## config.mk

```make
export PLATFORM = sky130hd
export DESIGN_NAME = bma_ctrl
export DESIGN_NICKNAME = d
export VERILOG_FILES = /design/src/rtl/core/bma_pkg.sv /design/src/rtl/core/bma_ctrl.sv
export SDC_FILE = /design/constraint.sdc
export NUM_CORES = 1
export LEC_CHECK = 0
export BUFFER_PORTS_ARGS = -buffer_cell sky130_fd_sc_hd__buf_2
export CORE_AREA = 2 2 39 41
export DETAILED_ROUTE_END_ITERATION = 7
export DIE_AREA = 0 0 41 43
export PLACE_DENSITY_LB_ADDON = 0.25
export SYNTH_ARGS = -nofsm -noshare
export SYNTH_HDL_FRONTEND = slang
export SYNTH_SLANG_ARGS = --single-unit
```

## constraint.sdc

```tcl
create_clock -name clk -period 1.6 [get_ports clk]
set_input_delay 0.16 -clock clk [delete_from_list [all_inputs] [get_ports clk]]
set_output_delay 0.16 -clock clk [all_outputs]
set_load 0.1 [all_outputs]
```

## src/rtl/core/bma_pkg.sv

```systemverilog
`default_nettype none
// ----------------------------------------------------------------------------
// bma_pkg
// Shared constants, state encoding and controller/datapath bundles for the
// boxcar moving average unit.
// ----------------------------------------------------------------------------
package bma_pkg;

	localparam int MAX_WINDOW = 256;
	localparam int SAMPLE_W   = 16;
	localparam int LEN_W      = 9;
	localparam int POS_W      = $clog2(MAX_WINDOW);
	localparam int TOTAL_W    = 25;
	localparam int MAG_W      = TOTAL_W - 1;
	localparam int REM_W      = LEN_W;
	localparam int CNT_W      = $clog2(MAG_W);

	localparam logic [CNT_W-1:0] DIV_LAST = CNT_W'(MAG_W - 1);

	typedef enum logic [2:0] {
		ST_IDLE,
		ST_UPDATE,
		ST_SETUP,
		ST_DIVIDE,
		ST_FINISH
	} state_t;

	typedef struct packed {
		logic accept;
		logic update;
		logic setup;
		logic div_step;
		logic load_out;
	} cmd_t;

	typedef struct packed {
		logic div_last;
		logic out_busy;
	} status_t;

endpackage
`default_nettype wire

```

## src/rtl/core/bma_ctrl.sv

```systemverilog
`default_nettype none
// ----------------------------------------------------------------------------
// bma_ctrl
// Sequencer for one item: ring read, total update, divider setup, divide
// iterations, result hand-off.
// ----------------------------------------------------------------------------
module bma_ctrl (
	input  wire logic             clk,
	input  wire logic             arst_n,
	input  wire logic             in_valid,
	output logic                  in_stall,
	input  wire bma_pkg::status_t status,
	output bma_pkg::cmd_t         cmd
);
	import bma_pkg::*;

	state_t state_q;
	state_t state_next;

	always_ff @(posedge clk or negedge arst_n) begin
		if (!arst_n) begin
			state_q <= ST_IDLE;
		end else begin
			state_q <= state_next;
		end
	end

	always_comb begin
		state_next = state_q;
		case (state_q)
			ST_IDLE: begin
				if (in_valid) state_next = ST_UPDATE;
			end
			ST_UPDATE: state_next = ST_SETUP;
			ST_SETUP:  state_next = ST_DIVIDE;
			ST_DIVIDE: begin
				if (status.div_last) state_next = ST_FINISH;
			end
			ST_FINISH: begin
				if (!status.out_busy) state_next = ST_IDLE;
			end
			default: state_next = ST_IDLE;
		endcase
	end

	always_comb begin
		cmd      = '0;
		in_stall = 1'b1;
		case (state_q)
			ST_IDLE: begin
				in_stall   = 1'b0;
				cmd.accept = in_valid;
			end
			ST_UPDATE: cmd.update   = 1'b1;
			ST_SETUP:  cmd.setup    = 1'b1;
			ST_DIVIDE: cmd.div_step = 1'b1;
			ST_FINISH: cmd.load_out = !status.out_busy;
			default: begin
				in_stall = 1'b1;
			end
		endcase
	end

endmodule
`default_nettype wire

```

==> reports/summary.txt, run 1 <==
Total GRT Usage = 0.0725
post-synthesis mux area share = 0
First-pass DRT Iterations = 1
Final Cell Area = 410 um2
Area after DPL = 373 um2
CP Capture Type = output port
global route overflow = 0
drt drc = 0
wire length per cell = 8.80 um
critical path class = reg -> out
Final Wtd Congestion = 0.647
clock tree buffer depth = 2
worst min-delay path startpoint = status[1]
Iter 0 DRT Violations = 0
Final period util = 0.953
syn_nets = 25
post-synth top area share = 0.380
Via Count = 200
Post-CTS Repair Setup Buffers = 0
Hold WC Path Type = in -> reg
DIE HEIGHT = 43 um
Ys Warns = 0
Ports = 11
root buffer cell = clkbuf_4
pin count of the biggest net entering global routing = 10
Max Slew Vio Count = 0
busiest grt layer = met1
Post-Syn Area = 198 um2
Largest register FFs = 3
Synth Area in Compound Gates = 0.152
clk sink count = 3
R2R Path Start = state_q[0]
vias in the first global route = 184
Placed Cells = 46
reg2reg path depth = 2
Yosys cell types = 17
num rows = 14
end of the worst hold path = state_q[1]
max_cap viols = 0
H-tree levels = 1
Synth area leader = dfrtp_1
worst-margin pin slew = 0.485 ns
register area share after synthesis = 0.380
CP Launch Type = register
CTS tree = yes
RSZ-0062 raised after global routing = no
Crit path max-delay family = simple AND/OR/NAND/NOR gates
most frequent cells in the layout = 5 x buf_2, 5 x buf_12, 3 x clkbuf_4
antenna violations before repair = 0
Slowest-stage cell, CP = dfrtp_2
WL final = 449 um
TritonCTS buffer count = 3
IO buf count = 10
met3 global-route usage = 0.0366
Hold Path Depth = 2
Max FO, Critical Path = 9
min cycle time layout = 1.53 ns
synth top area cells = dfrtp_1 38%, buf_6 5.7%, or3_4 5.7%
r2r setup slk = 0.66 ns
full die area = 1760 um2
core area = 1380 um2
Reg clk slew, reported paths = 0.04 ns
Largest regs = state_q x3
chip width = 41 um
grt met2 use = 0.0875
Worst slew margin = 0.679
first-pass GRT wire length = 828 um
adder-cell share of the synthesized area = 0
largest family of logic cells by synthesized area = simple AND/OR/NAND/NOR gates
Post-Route Skew = 0.00292 ns
Worst Path Arrival = 1.37 ns
worst r2r dst = state_q[0]
mean post-synth cell area = 9.88 um2
Critical Path RT = 1.44 ns
Final setup violation count = 0
number of inserted diodes = 0
Area growth, synth to finish = 108%
Synth Area in XOR/XNOR = 0
M1 GR Usage = 0.0909
cell count after synthesis = 20
post-layout util = 0.297
CP bufs+invs = 1
Routed Antenna Nets = 0
Yosys reg bits = 3
f_max = 0.656 GHz
Synth Area in Simple Gates = 0.354
Clk Latency, worst-skew pair = 0.23 ns
Worst path max stage delay = 0.46 ns
endpoints failing hold = 0
layout cells sized above 1 = 0.629
Biggest register = state_q
Layout Cells excl Fill = 51
Nets = 41
Post-DP HPWL = 358 um
outcome = finished, final reports clean
worst-path cell chain = or3_4 > nor2_4 > buf_12
via/cell ratio = 3.92
Starting Density = 0.143
[how the worst max path moves through the flow]
stage          startpoint  endpoint  slack [ns]  cells past startpoint
6_report       state_q[2]    cmd[4]        0.07                      3
5_1_grt        state_q[2]    cmd[4]        0.02                      3
4_1_cts        state_q[2]    cmd[4]        0.03                      3
3_5_place_dp   state_q[2]    cmd[4]        0.29                      3
3_3_place_gp   state_q[2]    cmd[4]        0.29                      3
2_1_floorplan  state_q[0]    cmd[0]       -0.15                      2
[logic make-up (layout without fill, tap and decap cells)]
family,after synthesis,after routing
AO/OA/AOI/OAI,4,4
AND/OR/NAND/NOR,10,10
flip-flops,3,3
buffers and inverters,3,18
[Yosys cell counts (all sizes together)]
cell type,count
inv,1
nor3b,1
nor2,3
nand4b,1
o31ai,1
dfrtp,3
or3,1
and3b,1
nor4b,1
o21bai,1
nand2b,1
o32ai,1
a31oi,1
buf,2
nand2,1
[worst register-to-register path, stage by stage (launching register included)]
cell,delay [ns]
dfrtp_1,0.37
buf_4,0.17
o32ai_1,0.30
[routing by layer]
metal  part of all wire  vias up
met5                  0        -
met4              0.038        0
met1               0.43       89
li1                   -      101
met2               0.47        8
met3              0.056        2
[final cells by class]
class	count	area [um2]
clock buffer	4	26.3
fill	162	973
inverter	1	3.75
multi-input combinational	14	134
sequential	3	76.3
tap	16	20.0
timing repair buffer	13	150
[timing repair]
item	in CTS	in global routing
endpoints found under the hold margin	3	0
hold buffers	1	0
resized for setup	0	1
setup endpoints to repair	0	2
[stage by stage]
stage | setup TNS [ns] | hold WS (ns) | setup slack (ns)
after floorplan | -0.290 | -0.136 | -0.146
after global placement | 0 | -0.0446 | 0.290
after detailed placement | 0 | -0.0437 | 0.287
after CTS | 0 | 0.139 | 0.0254
after global routing | 0 | 0.167 | 0.0248
final | 0 | 0.148 | 0.0749
Power of run 1 is not shown: default switching activity piles up to over one toggle a cycle in this logic, so the estimate is an artifact.
==> run 2: changes to the inputs <==
- RECOVER_POWER: default -> 25
==> run 2 against run 1 <==
  * Critical path depth stayed put
  * Die area stayed put
  * Sequential cell count stayed put
  * Global-route usage stayed put
  * Via count stayed put
  * Non-clock buffer count stayed put
  * Critical path type unchanged
  * Final area is 0.31% lower
  * First-iteration DRC count stayed put
  * Clock-buffer cell count stayed put
==> reports/summary.txt, run 2 (synthesis gave the netlist of run 1 again) <==
R2R Path Start = state_q[0]
outcome = finished, final reports clean
DRT met1 WL = 193 um
Hold Path Depth = 2
Iter 0 DRT Violations = 0
WL final = 447 um
worst-margin pin slew = 0.485 ns
Crit. Startpoint = state_q[2]
Ports = 11
drt drc = 0
Area growth, synth to finish = 107%
Placed Cells = 46
Post-Route Skew = 0.00292 ns
first-pass GRT wire length = 828 um
Clk Latency, worst-skew pair = 0.23 ns
Total GRT Usage = 0.0725
DIE HEIGHT = 43 um
Layout Cells excl Fill = 51
H-tree levels = 1
WL met2 = 211 um
antenna violations before repair = 0
Post-CTS Repair Setup Buffers = 0
Final setup violation count = 0
wire length per cell = 8.76 um
global route overflow = 0
Nets = 41
CTS tree = yes
number of inserted diodes = 0
Hold WS = 0.148 ns
IO buf count = 10
Max Slew Vio Count = 0
via/cell ratio = 3.92
num rows = 14
First-pass DRT Iterations = 1
Worst Path Arrival = 1.37 ns
root buffer cell = clkbuf_4
TritonCTS buffer count = 3
Biggest register = state_q
Post-DP HPWL = 358 um
CP Launch Type = register
Starting Density = 0.143
critical path depth = 3
vias in the first global route = 184
core area = 1380 um2
RSZ-0062 raised after global routing = no
most common cell after layout, fill and taps aside = buf_12
Critical Path RT = 1.44 ns
Reg clk slew, reported paths = 0.04 ns
pin count of the biggest net entering global routing = 10
Worst path max stage delay = 0.46 ns
Hold WC Path Type = in -> reg
CP bufs+invs = 1
clock tree buffer depth = 2
critical path class = reg -> out
endpoints failing hold = 0
Routed Antenna Nets = 0
worst-path cell chain = or3_4 > nor2_4 > buf_12
Largest register FFs = 3
Slowest-stage cell, CP = dfrtp_2
Final Wtd Congestion = 0.647
Worst slew margin = 0.679
CP Capture Type = output port
r2r setup slk = 0.66 ns
clk sink count = 3
post-layout util = 0.296
Final period util = 0.953
worst r2r dst = state_q[0]
Fillers = 163
Max FO, Critical Path = 9
Via Count = 200
crit path capture = cmd[4]
Crit path max-delay family = simple AND/OR/NAND/NOR gates
max_cap viols = 0
full die area = 1760 um2
uppermost layer routed = met4
met3 wire len = 25 um
most frequent cells in the layout = 5 x buf_12, 4 x buf_2, 3 x clkbuf_4
Largest regs = state_q x3
layout cells sized above 1 = 0.600
reg2reg path depth = 2
f_max = 0.656 GHz
min cycle time layout = 1.53 ns
chip width = 41 um
[run 2: cell types whose count changed in the layout (fill, tap and decap cells not counted), sizes merged]
cell and delta:
clkbuf +1, buf -1
[run 2: what timing repair did]
action / CTS / global route
hold buffers: 1 / 0
resized for setup: 0 / 1
setup endpoints to repair: 0 / 2
hold endpoints to repair: 3 / 0
[run 2: cell type report]
type,instances,area [um2],share of cell area
repair buffers,13,149,0.364
multi-input cells,14,134,0.327
flip-flops and latches,3,76.3,0.187
clock buffers,4,26.3,0.0642
well taps,16,20.0,0.0489
inverters,1,3.75,0.00917
[run 2: how the worst min path moves through the flow]
stage / to / startpoint / slack [ns]
after floorplan: state_q[0] / arst_n / -0.14
after global placement: state_q[2] / arst_n / -0.04
after detailed placement: state_q[0] / arst_n / -0.04
after CTS: state_q[1] / status[1] / 0.14
after global routing: state_q[1] / status[1] / 0.17
final: state_q[1] / status[1] / 0.15
[run 2: through the flow]
step / instance area [um2] / worst slack (ns) / TNS (ns)
4_1_cts: 409 / 0.0254 / 0
6_report: 409 / 0.0748 / 0
3_5_place_dp: 373 / 0.287 / 0
5_1_grt: 409 / 0.0248 / 0
3_3_place_gp: 373 / 0.290 / 0
2_1_floorplan: 235 / -0.146 / -0.290
[run 2: worst register-to-register path, stage by stage (launching register included)]
cell and delay, ns:
dfrtp_1 0.37, buf_4 0.17, o32ai_1 0.30
[run 2: routing by layer]
metal,GRT usage,up-vias
met1,0.0909,89
met3,0.0366,2
li1,-,101
met4,0.0600,0
met2,0.0875,8
met5,0,-
Power of run 2 is left out for the same reason.
