[src/rtl/core/bma_pkg.sv]
`default_nettype none
// ----------------------------------------------------------------------------
// bma_pkg
// Shared constants, state encoding and controller/datapath bundles for the
// boxcar moving average unit.
// ----------------------------------------------------------------------------
package bma_pkg;

	localparam int MAX_WINDOW = 256;
	localparam int SAMPLE_W   = 16;
	localparam int LEN_W      = 9;
	localparam int POS_W      = $clog2(MAX_WINDOW);
	localparam int TOTAL_W    = 25;
	localparam int MAG_W      = TOTAL_W - 1;
	localparam int REM_W      = LEN_W;
	localparam int CNT_W      = $clog2(MAG_W);

	localparam logic [CNT_W-1:0] DIV_LAST = CNT_W'(MAG_W - 1);

	typedef enum logic [2:0] {
		ST_IDLE,
		ST_UPDATE,
		ST_SETUP,
		ST_DIVIDE,
		ST_FINISH
	} state_t;

	typedef struct packed {
		logic accept;
		logic update;
		logic setup;
		logic div_step;
		logic load_out;
	} cmd_t;

	typedef struct packed {
		logic div_last;
		logic out_busy;
	} status_t;

endpackage
`default_nettype wire

[src/rtl/core/bma_ram.sv]
`default_nettype none
// ----------------------------------------------------------------------------
// bma_ram
// Generic single-write, single-read RAM with registered read data.
// ----------------------------------------------------------------------------
module bma_ram #(
	parameter int WIDTH = 16,
	parameter int DEPTH = 256
) (
	input  wire logic                     clk,
	input  wire logic                     we,
	input  wire logic [$clog2(DEPTH)-1:0] waddr,
	input  wire logic [WIDTH-1:0]         wdata,
	input  wire logic                     re,
	input  wire logic [$clog2(DEPTH)-1:0] raddr,
	output logic      [WIDTH-1:0]         rdata
);

	logic [WIDTH-1:0] mem [DEPTH];

	always_ff @(posedge clk) begin
		if (we) begin
			mem[waddr] <= wdata;
		end
		if (re) begin
			rdata <= mem[raddr];
		end
	end

endmodule
`default_nettype wire

[src/rtl/core/bma_dp.sv]
`default_nettype none
// ----------------------------------------------------------------------------
// bma_dp
// Datapath: length register, sample ring, running total, radix-2 restoring
// divider and output register.
// ----------------------------------------------------------------------------
module bma_dp (
	input  wire logic                                  clk,
	input  wire logic                                  arst_n,
	input  wire logic                                  window_length_wr_en,
	input  wire logic        [bma_pkg::LEN_W-1:0]      window_length,
	input  wire logic signed [bma_pkg::SAMPLE_W-1:0]   sample_in,
	input  wire logic                                  out_stall,
	output logic                                       out_valid,
	output logic signed      [bma_pkg::SAMPLE_W-1:0]   average_out,
	input  wire bma_pkg::cmd_t                         cmd,
	output bma_pkg::status_t                           status
);
	import bma_pkg::*;

	logic        [LEN_W-1:0]    len_q;
	logic        [POS_W-1:0]    pos_q;
	logic                       wrapped_q;
	logic signed [TOTAL_W-1:0]  total_q;
	logic signed [SAMPLE_W-1:0] sample_q;
	logic                       neg_q;
	logic        [MAG_W-1:0]    quo_q;
	logic        [REM_W-1:0]    rem_q;
	logic        [CNT_W-1:0]    cnt_q;
	logic                       out_valid_q;
	logic signed [SAMPLE_W-1:0] avg_q;

	logic        [SAMPLE_W-1:0] ram_rdata;
	logic signed [SAMPLE_W-1:0] old_sample;
	logic signed [TOTAL_W-1:0]  total_next;
	logic        [LEN_W-1:0]    pos_inc;
	logic                       pos_wrap;
	logic        [LEN_W-1:0]    len_clamped;
	logic        [MAG_W-1:0]    total_abs;
	logic        [REM_W:0]      trial;
	logic                       trial_ge;
	logic signed [TOTAL_W-1:0]  quo_signed;
	logic signed [SAMPLE_W-1:0] avg_sat;

	bma_ram #(
		.WIDTH (SAMPLE_W),
		.DEPTH (MAX_WINDOW)
	) u_ring (
		.clk   (clk),
		.we    (cmd.update),
		.waddr (pos_q),
		.wdata (sample_q),
		.re    (cmd.accept),
		.raddr (pos_q),
		.rdata (ram_rdata)
	);

	// entries past the write point hold nothing until the ring wraps once
	assign old_sample = wrapped_q ? $signed(ram_rdata) : '0;
	assign total_next = total_q - TOTAL_W'(old_sample) + TOTAL_W'(sample_q);
	assign pos_inc    = LEN_W'(pos_q) + LEN_W'(1);
	assign pos_wrap   = pos_inc >= len_q;

	always_comb begin
		if (window_length == '0) begin
			len_clamped = LEN_W'(1);
		end else if (window_length > LEN_W'(MAX_WINDOW)) begin
			len_clamped = LEN_W'(MAX_WINDOW);
		end else begin
			len_clamped = window_length;
		end
	end

	assign total_abs = total_q[TOTAL_W-1] ? MAG_W'(-total_q) : MAG_W'(total_q);
	assign trial     = {rem_q, quo_q[MAG_W-1]};
	assign trial_ge  = trial >= (REM_W+1)'(len_q);

	assign quo_signed = neg_q ? -$signed({1'b0, quo_q}) : $signed({1'b0, quo_q});

	always_comb begin
		if (quo_signed > TOTAL_W'(32767)) begin
			avg_sat = 16'sh7fff;
		end else if (quo_signed < -TOTAL_W'(32768)) begin
			avg_sat = 16'sh8000;
		end else begin
			avg_sat = quo_signed[SAMPLE_W-1:0];
		end
	end

	always_ff @(posedge clk or negedge arst_n) begin
		if (!arst_n) begin
			len_q     <= LEN_W'(1);
			pos_q     <= '0;
			wrapped_q <= 1'b0;
			total_q   <= '0;
			cnt_q     <= '0;
		end else begin
			if (window_length_wr_en) begin
				len_q     <= len_clamped;
				pos_q     <= '0;
				wrapped_q <= 1'b0;
				total_q   <= '0;
			end else if (cmd.update) begin
				total_q <= total_next;
				if (pos_wrap) begin
					pos_q     <= '0;
					wrapped_q <= 1'b1;
				end else begin
					pos_q <= pos_inc[POS_W-1:0];
				end
			end
			if (cmd.setup) begin
				cnt_q <= '0;
			end else if (cmd.div_step) begin
				cnt_q <= cnt_q + CNT_W'(1);
			end
		end
	end

	always_ff @(posedge clk) begin
		if (cmd.accept) begin
			sample_q <= sample_in;
		end
		if (cmd.setup) begin
			neg_q <= total_q[TOTAL_W-1];
			quo_q <= total_abs;
			rem_q <= '0;
		end else if (cmd.div_step) begin
			quo_q <= {quo_q[MAG_W-2:0], trial_ge};
			rem_q <= trial_ge ? REM_W'(trial - (REM_W+1)'(len_q)) : trial[REM_W-1:0];
		end
		if (cmd.load_out) begin
			avg_q <= avg_sat;
		end
	end

	always_ff @(posedge clk or negedge arst_n) begin
		if (!arst_n) begin
			out_valid_q <= 1'b0;
		end else if (cmd.load_out) begin
			out_valid_q <= 1'b1;
		end else if (!out_stall) begin
			out_valid_q <= 1'b0;
		end
	end

	assign out_valid       = out_valid_q;
	assign average_out     = avg_q;
	assign status.div_last = cnt_q == DIV_LAST;
	assign status.out_busy = out_valid_q && out_stall;

endmodule
`default_nettype wire
[config.mk]
export PLATFORM = sky130hd
export DESIGN_NAME = bma_dp
export DESIGN_NICKNAME = d
export VERILOG_FILES = /design/src/rtl/core/bma_pkg.sv /design/src/rtl/core/bma_ram.sv /design/src/rtl/core/bma_dp.sv
export SDC_FILE = /design/constraint.sdc
export NUM_CORES = 2
export LEC_CHECK = 0
export BUFFER_PORTS_ARGS = -buffer_cell sky130_fd_sc_hd__buf_2
export CORE_ASPECT_RATIO = 1.4
export CORE_MARGIN = 2
export CORE_UTILIZATION = 45
export DETAILED_ROUTE_END_ITERATION = 16
export PLACE_DENSITY = 0.71
export REMOVE_ABC_BUFFERS = 1
export SKIP_LAST_GASP = 1
export SLEW_MARGIN = 20
export SYNTH_ARGS = -nofsm -noshare
export SYNTH_HDL_FRONTEND = slang
export SYNTH_SLANG_ARGS = --single-unit
[constraint.sdc]
create_clock -name clk -period 6.8 [get_ports clk]
set_input_delay 0.34 -clock clk [delete_from_list [all_inputs] [get_ports clk]]
set_output_delay 0.34 -clock clk [all_outputs]
set_load 0.005 [all_outputs]
==> impl_metrics.json <==
{
  "drv_slew": 0,
  "antenna_found_initial": 20,
  "gp_congestion": 0.882,
  "final.period_utilization_pct": 80.0,
  "maxSlewHeadroom_pct": 19.3,
  "grt_pass1_vias": 80400,
  "dieWidth_um": 516,
  "setup_viol": 0,
  "h-tree-depth": 5,
  "dp_slack_ns": 1.56,
  "root_buffer": "clkbuf_16",
  "wirelength_um": 433000,
  "min_path_type": "in2async",
  "required_ns": 7.44,
  "fill_cells": 27800,
  "cts.sinks": 4227,
  "yosys.area.top_type": "edfxtp_1",
  "yosysTopAreaCellShare_pct": 75.8,
  "port_buffers": 52,
  "worst-path-max-fanout": 37,
  "fin_nets": 7735,
  "ant_nets": 0,
  "arrival_ns": 6.09,
  "worstSetupStartpointType": "flip-flop",
  "timing.max_cap.violations": 0,
  "synth_edf_count": 4169,
  "crit_family": "simple AND/OR/NAND/NOR gates",
  "die_h_um": 721,
  "overflow": 0,
  "grt_max_degree": 178,
  "ir_drop_uv": 239,
  "setup_tns_ns": 0,
  "num_rows": 263,
  "avgSynthCellArea_um2": 23.0,
  "worstPathCellList": "buf_4 > buf_4 > mux4_2 > mux4_2 > nand3_1 > nand4_1 > nor4_1 > o21ai_0",
  "synthDistinctLibCells": 73,
  "cts_made_buffers": 369,
  "wl_per_cell_um": 33.8,
  "setup_ws_ns": 1.36,
  "ctsResizeCount": 0,
  "crit_path_end_kind": "flip-flop",
  "worstMarginPinSlew_ns": 1.18,
  "path_class": "reg2reg",
  "synth-seq-cells": 4227,
  "drive_above_1_share_pct": 30.9,
  "cts_tree": "yes",
  "globalRouteTotalUtil_pct": 23.1,
  "p_leak_nw": 56.3,
  "worst_path_max_delay_cell": "dfrtp_4",
  "p_per_area_mw_per_mm2": 314,
  "netlist_instances": 7195,
  "finClkSkew_ns": 0.0986,
  "clock_latency_ns": 0.97,
  "num_vias": 79800,
  "hpwlAfterDp_um": 253000,
  "synth_flop_cell": "edfxtp_1",
  "status": "complete, no violations",
  "cts.clk_slew.worst_paths_ns": 0.07,
  "critPathBufInv": 2,
  "synthTopCellsByArea": "edfxtp_1 76%, mux4_2 18%, nor2_1 0.74%",
  "yosys_warnings": 0,
  "rsz0062_at_grt": "false",
  "syn_to_final_growth_pct": 12.6,
  "slowest_delay_ns": 1.15,
  "pin_count": 53,
  "ff_latch_area_mm2": 0.127,
  "fmax_ghz": 0.184,
  "drt_iter0_drc": 10800,
  "drc": 0,
  "grt_first_pass_wirelength_um": 609000,
  "period_minus_slack_ns": 5.44,
  "clock_path_buffers": 4,
  "netlist_area_mm2": 0.165,
  "multi_input_area_mm2": 0.0373,
  "die-area_mm2": 0.372,
  "yosysSeqAreaShare_pct": 76.6,
  "firstDrtPassIters": 5,
  "vias_per_cell": 6.22,
  "r2r_start": "pos_q[0]",
  "start_util_pct": 45.2,
  "core_mm2": 0.366,
  "async_flop_share_pct": 1.16,
  "startpoint": "pos_q[0]",
  "finalHoldViolCount": 0
}
## routing by layer
metal | share of wire (%) | GRT usage, % | up-vias
met1 | 34 | 28.0 | 42700
met4 | 6.5 | 13.4 | 4
met2 | 51 | 38.9 | 4755
met3 | 8.9 | 4.20 | 927
li1 | - | - | 31300
met5 | 0.0058 | 0 | -
## per-stage QoR
step | area (µm²) | cells | hold slack [ns] | utilization [%] | power [mW]
finish | 186000 | 12800 | 0.0462 | 50.9 | 58.4
global route | 186000 | 12800 | 0.0691 | 50.8 | 59.9
CTS | 186000 | 12800 | 0.0454 | 50.8 | 58.6
detailed placement | 174000 | 12100 | 0.482 | 47.5 | 38.0
global placement | 174000 | 12100 | 0.460 | 47.4 | 37.8
floorplan | 164000 | 6800 | 0.0444 | - | 39.1
## synthesized netlist by cell type (all sizes together), types with 32 or more instances
library cell / count
mux4: 1300
o21ai: 61
inv: 116
a21oi: 62
clkbuf: 217
mux2i: 39
nand3: 99
xnor2: 49
nor2: 326
ha: 50
nor2b: 32
nand2: 96
dfrtp: 48
edfxtp: 4169
buf: 178
## layout make-up
type                            instances  area share (%)
Tap cell                             4902            3.30
Antenna cell                           16          0.0215
Inverter                              116           0.234
Clock inverter                        225            1.17
Multi-Input combinational cell       2457            20.0
Timing Repair Buffer                  455            2.02
Clock buffer                          432            5.17
Sequential cell                      4227            68.0
## timing repair
action                                 in CTS  in global routing
buffers inserted                            0                  0
hold buffers                               45                  0
endpoints found under the hold margin     126                  0
## tightest hold or removal path: stages
cell and delay, ns:
dlygate4sd3_1 0.52, buf_2 0.09, buf_4 0.53
## logic make-up (layout without fill, tap and decap cells)
logic type	Yosys count	in the layout	synth area share, %
DFF	4227	4227	76.6
muxes	1345	1345	18.0
and+or+nand+nor	685	685	1.91
buffers and inverters	511	1228	1.29
AOI/OAI and AO/OA	276	276	1.12
xor gates and xnor gates	76	76	0.403
adders and majority gates	75	75	0.681
other	0	16	0
## state kept, by name (all words and copies together) (netlist names)
signal and count:
u_ring.mem 4096, total_q 25, quo_q 24, average_out 16, sample_q 16, u_ring.rdata 16, len_q 9, rem_q 9
pos_q 8, cnt_q 5, neg_q 1, out_valid 1, wrapped_q 1
## final timing paths
path                                         end  slack [ns]  cells after the start
worst max-delay path            u_ring.rdata[10]        1.36                      8
worst min-delay path                    len_q[2]        0.05                      3
worst max register to register  u_ring.rdata[10]        1.36                      8
worst min register to register       total_q[23]        0.49                      2
max in group asynchronous               pos_q[3]        6.13                      3
min in group clk                u_ring.rdata[12]        0.09                      1
## cells in the final DEF, fill, tap and decap left out, drive strengths merged, types with 32 or more instances in the layout
master,count
clkbuf,432
nor2,326
ha,50
clkinv,149
nand2,96
a21oi,62
nor2b,32
dlygate4sd3,45
nand3,99
mux4,1300
edfxtp,4169
dfrtp,48
mux2i,39
buf,410
xnor2,49
o21ai,61
bufinv,38
inv,130
## power breakdown
| part | internal (mW) | switching (mW) |
|---|---|---|
| Sequential | 29.1 | 0.335 |
| Combinational | 3.54 | 4.51 |
| Clock | 11.6 | 9.37 |
| Total | 44.2 | 14.2 |
Note: power is estimated with default switching activity, not from simulation.
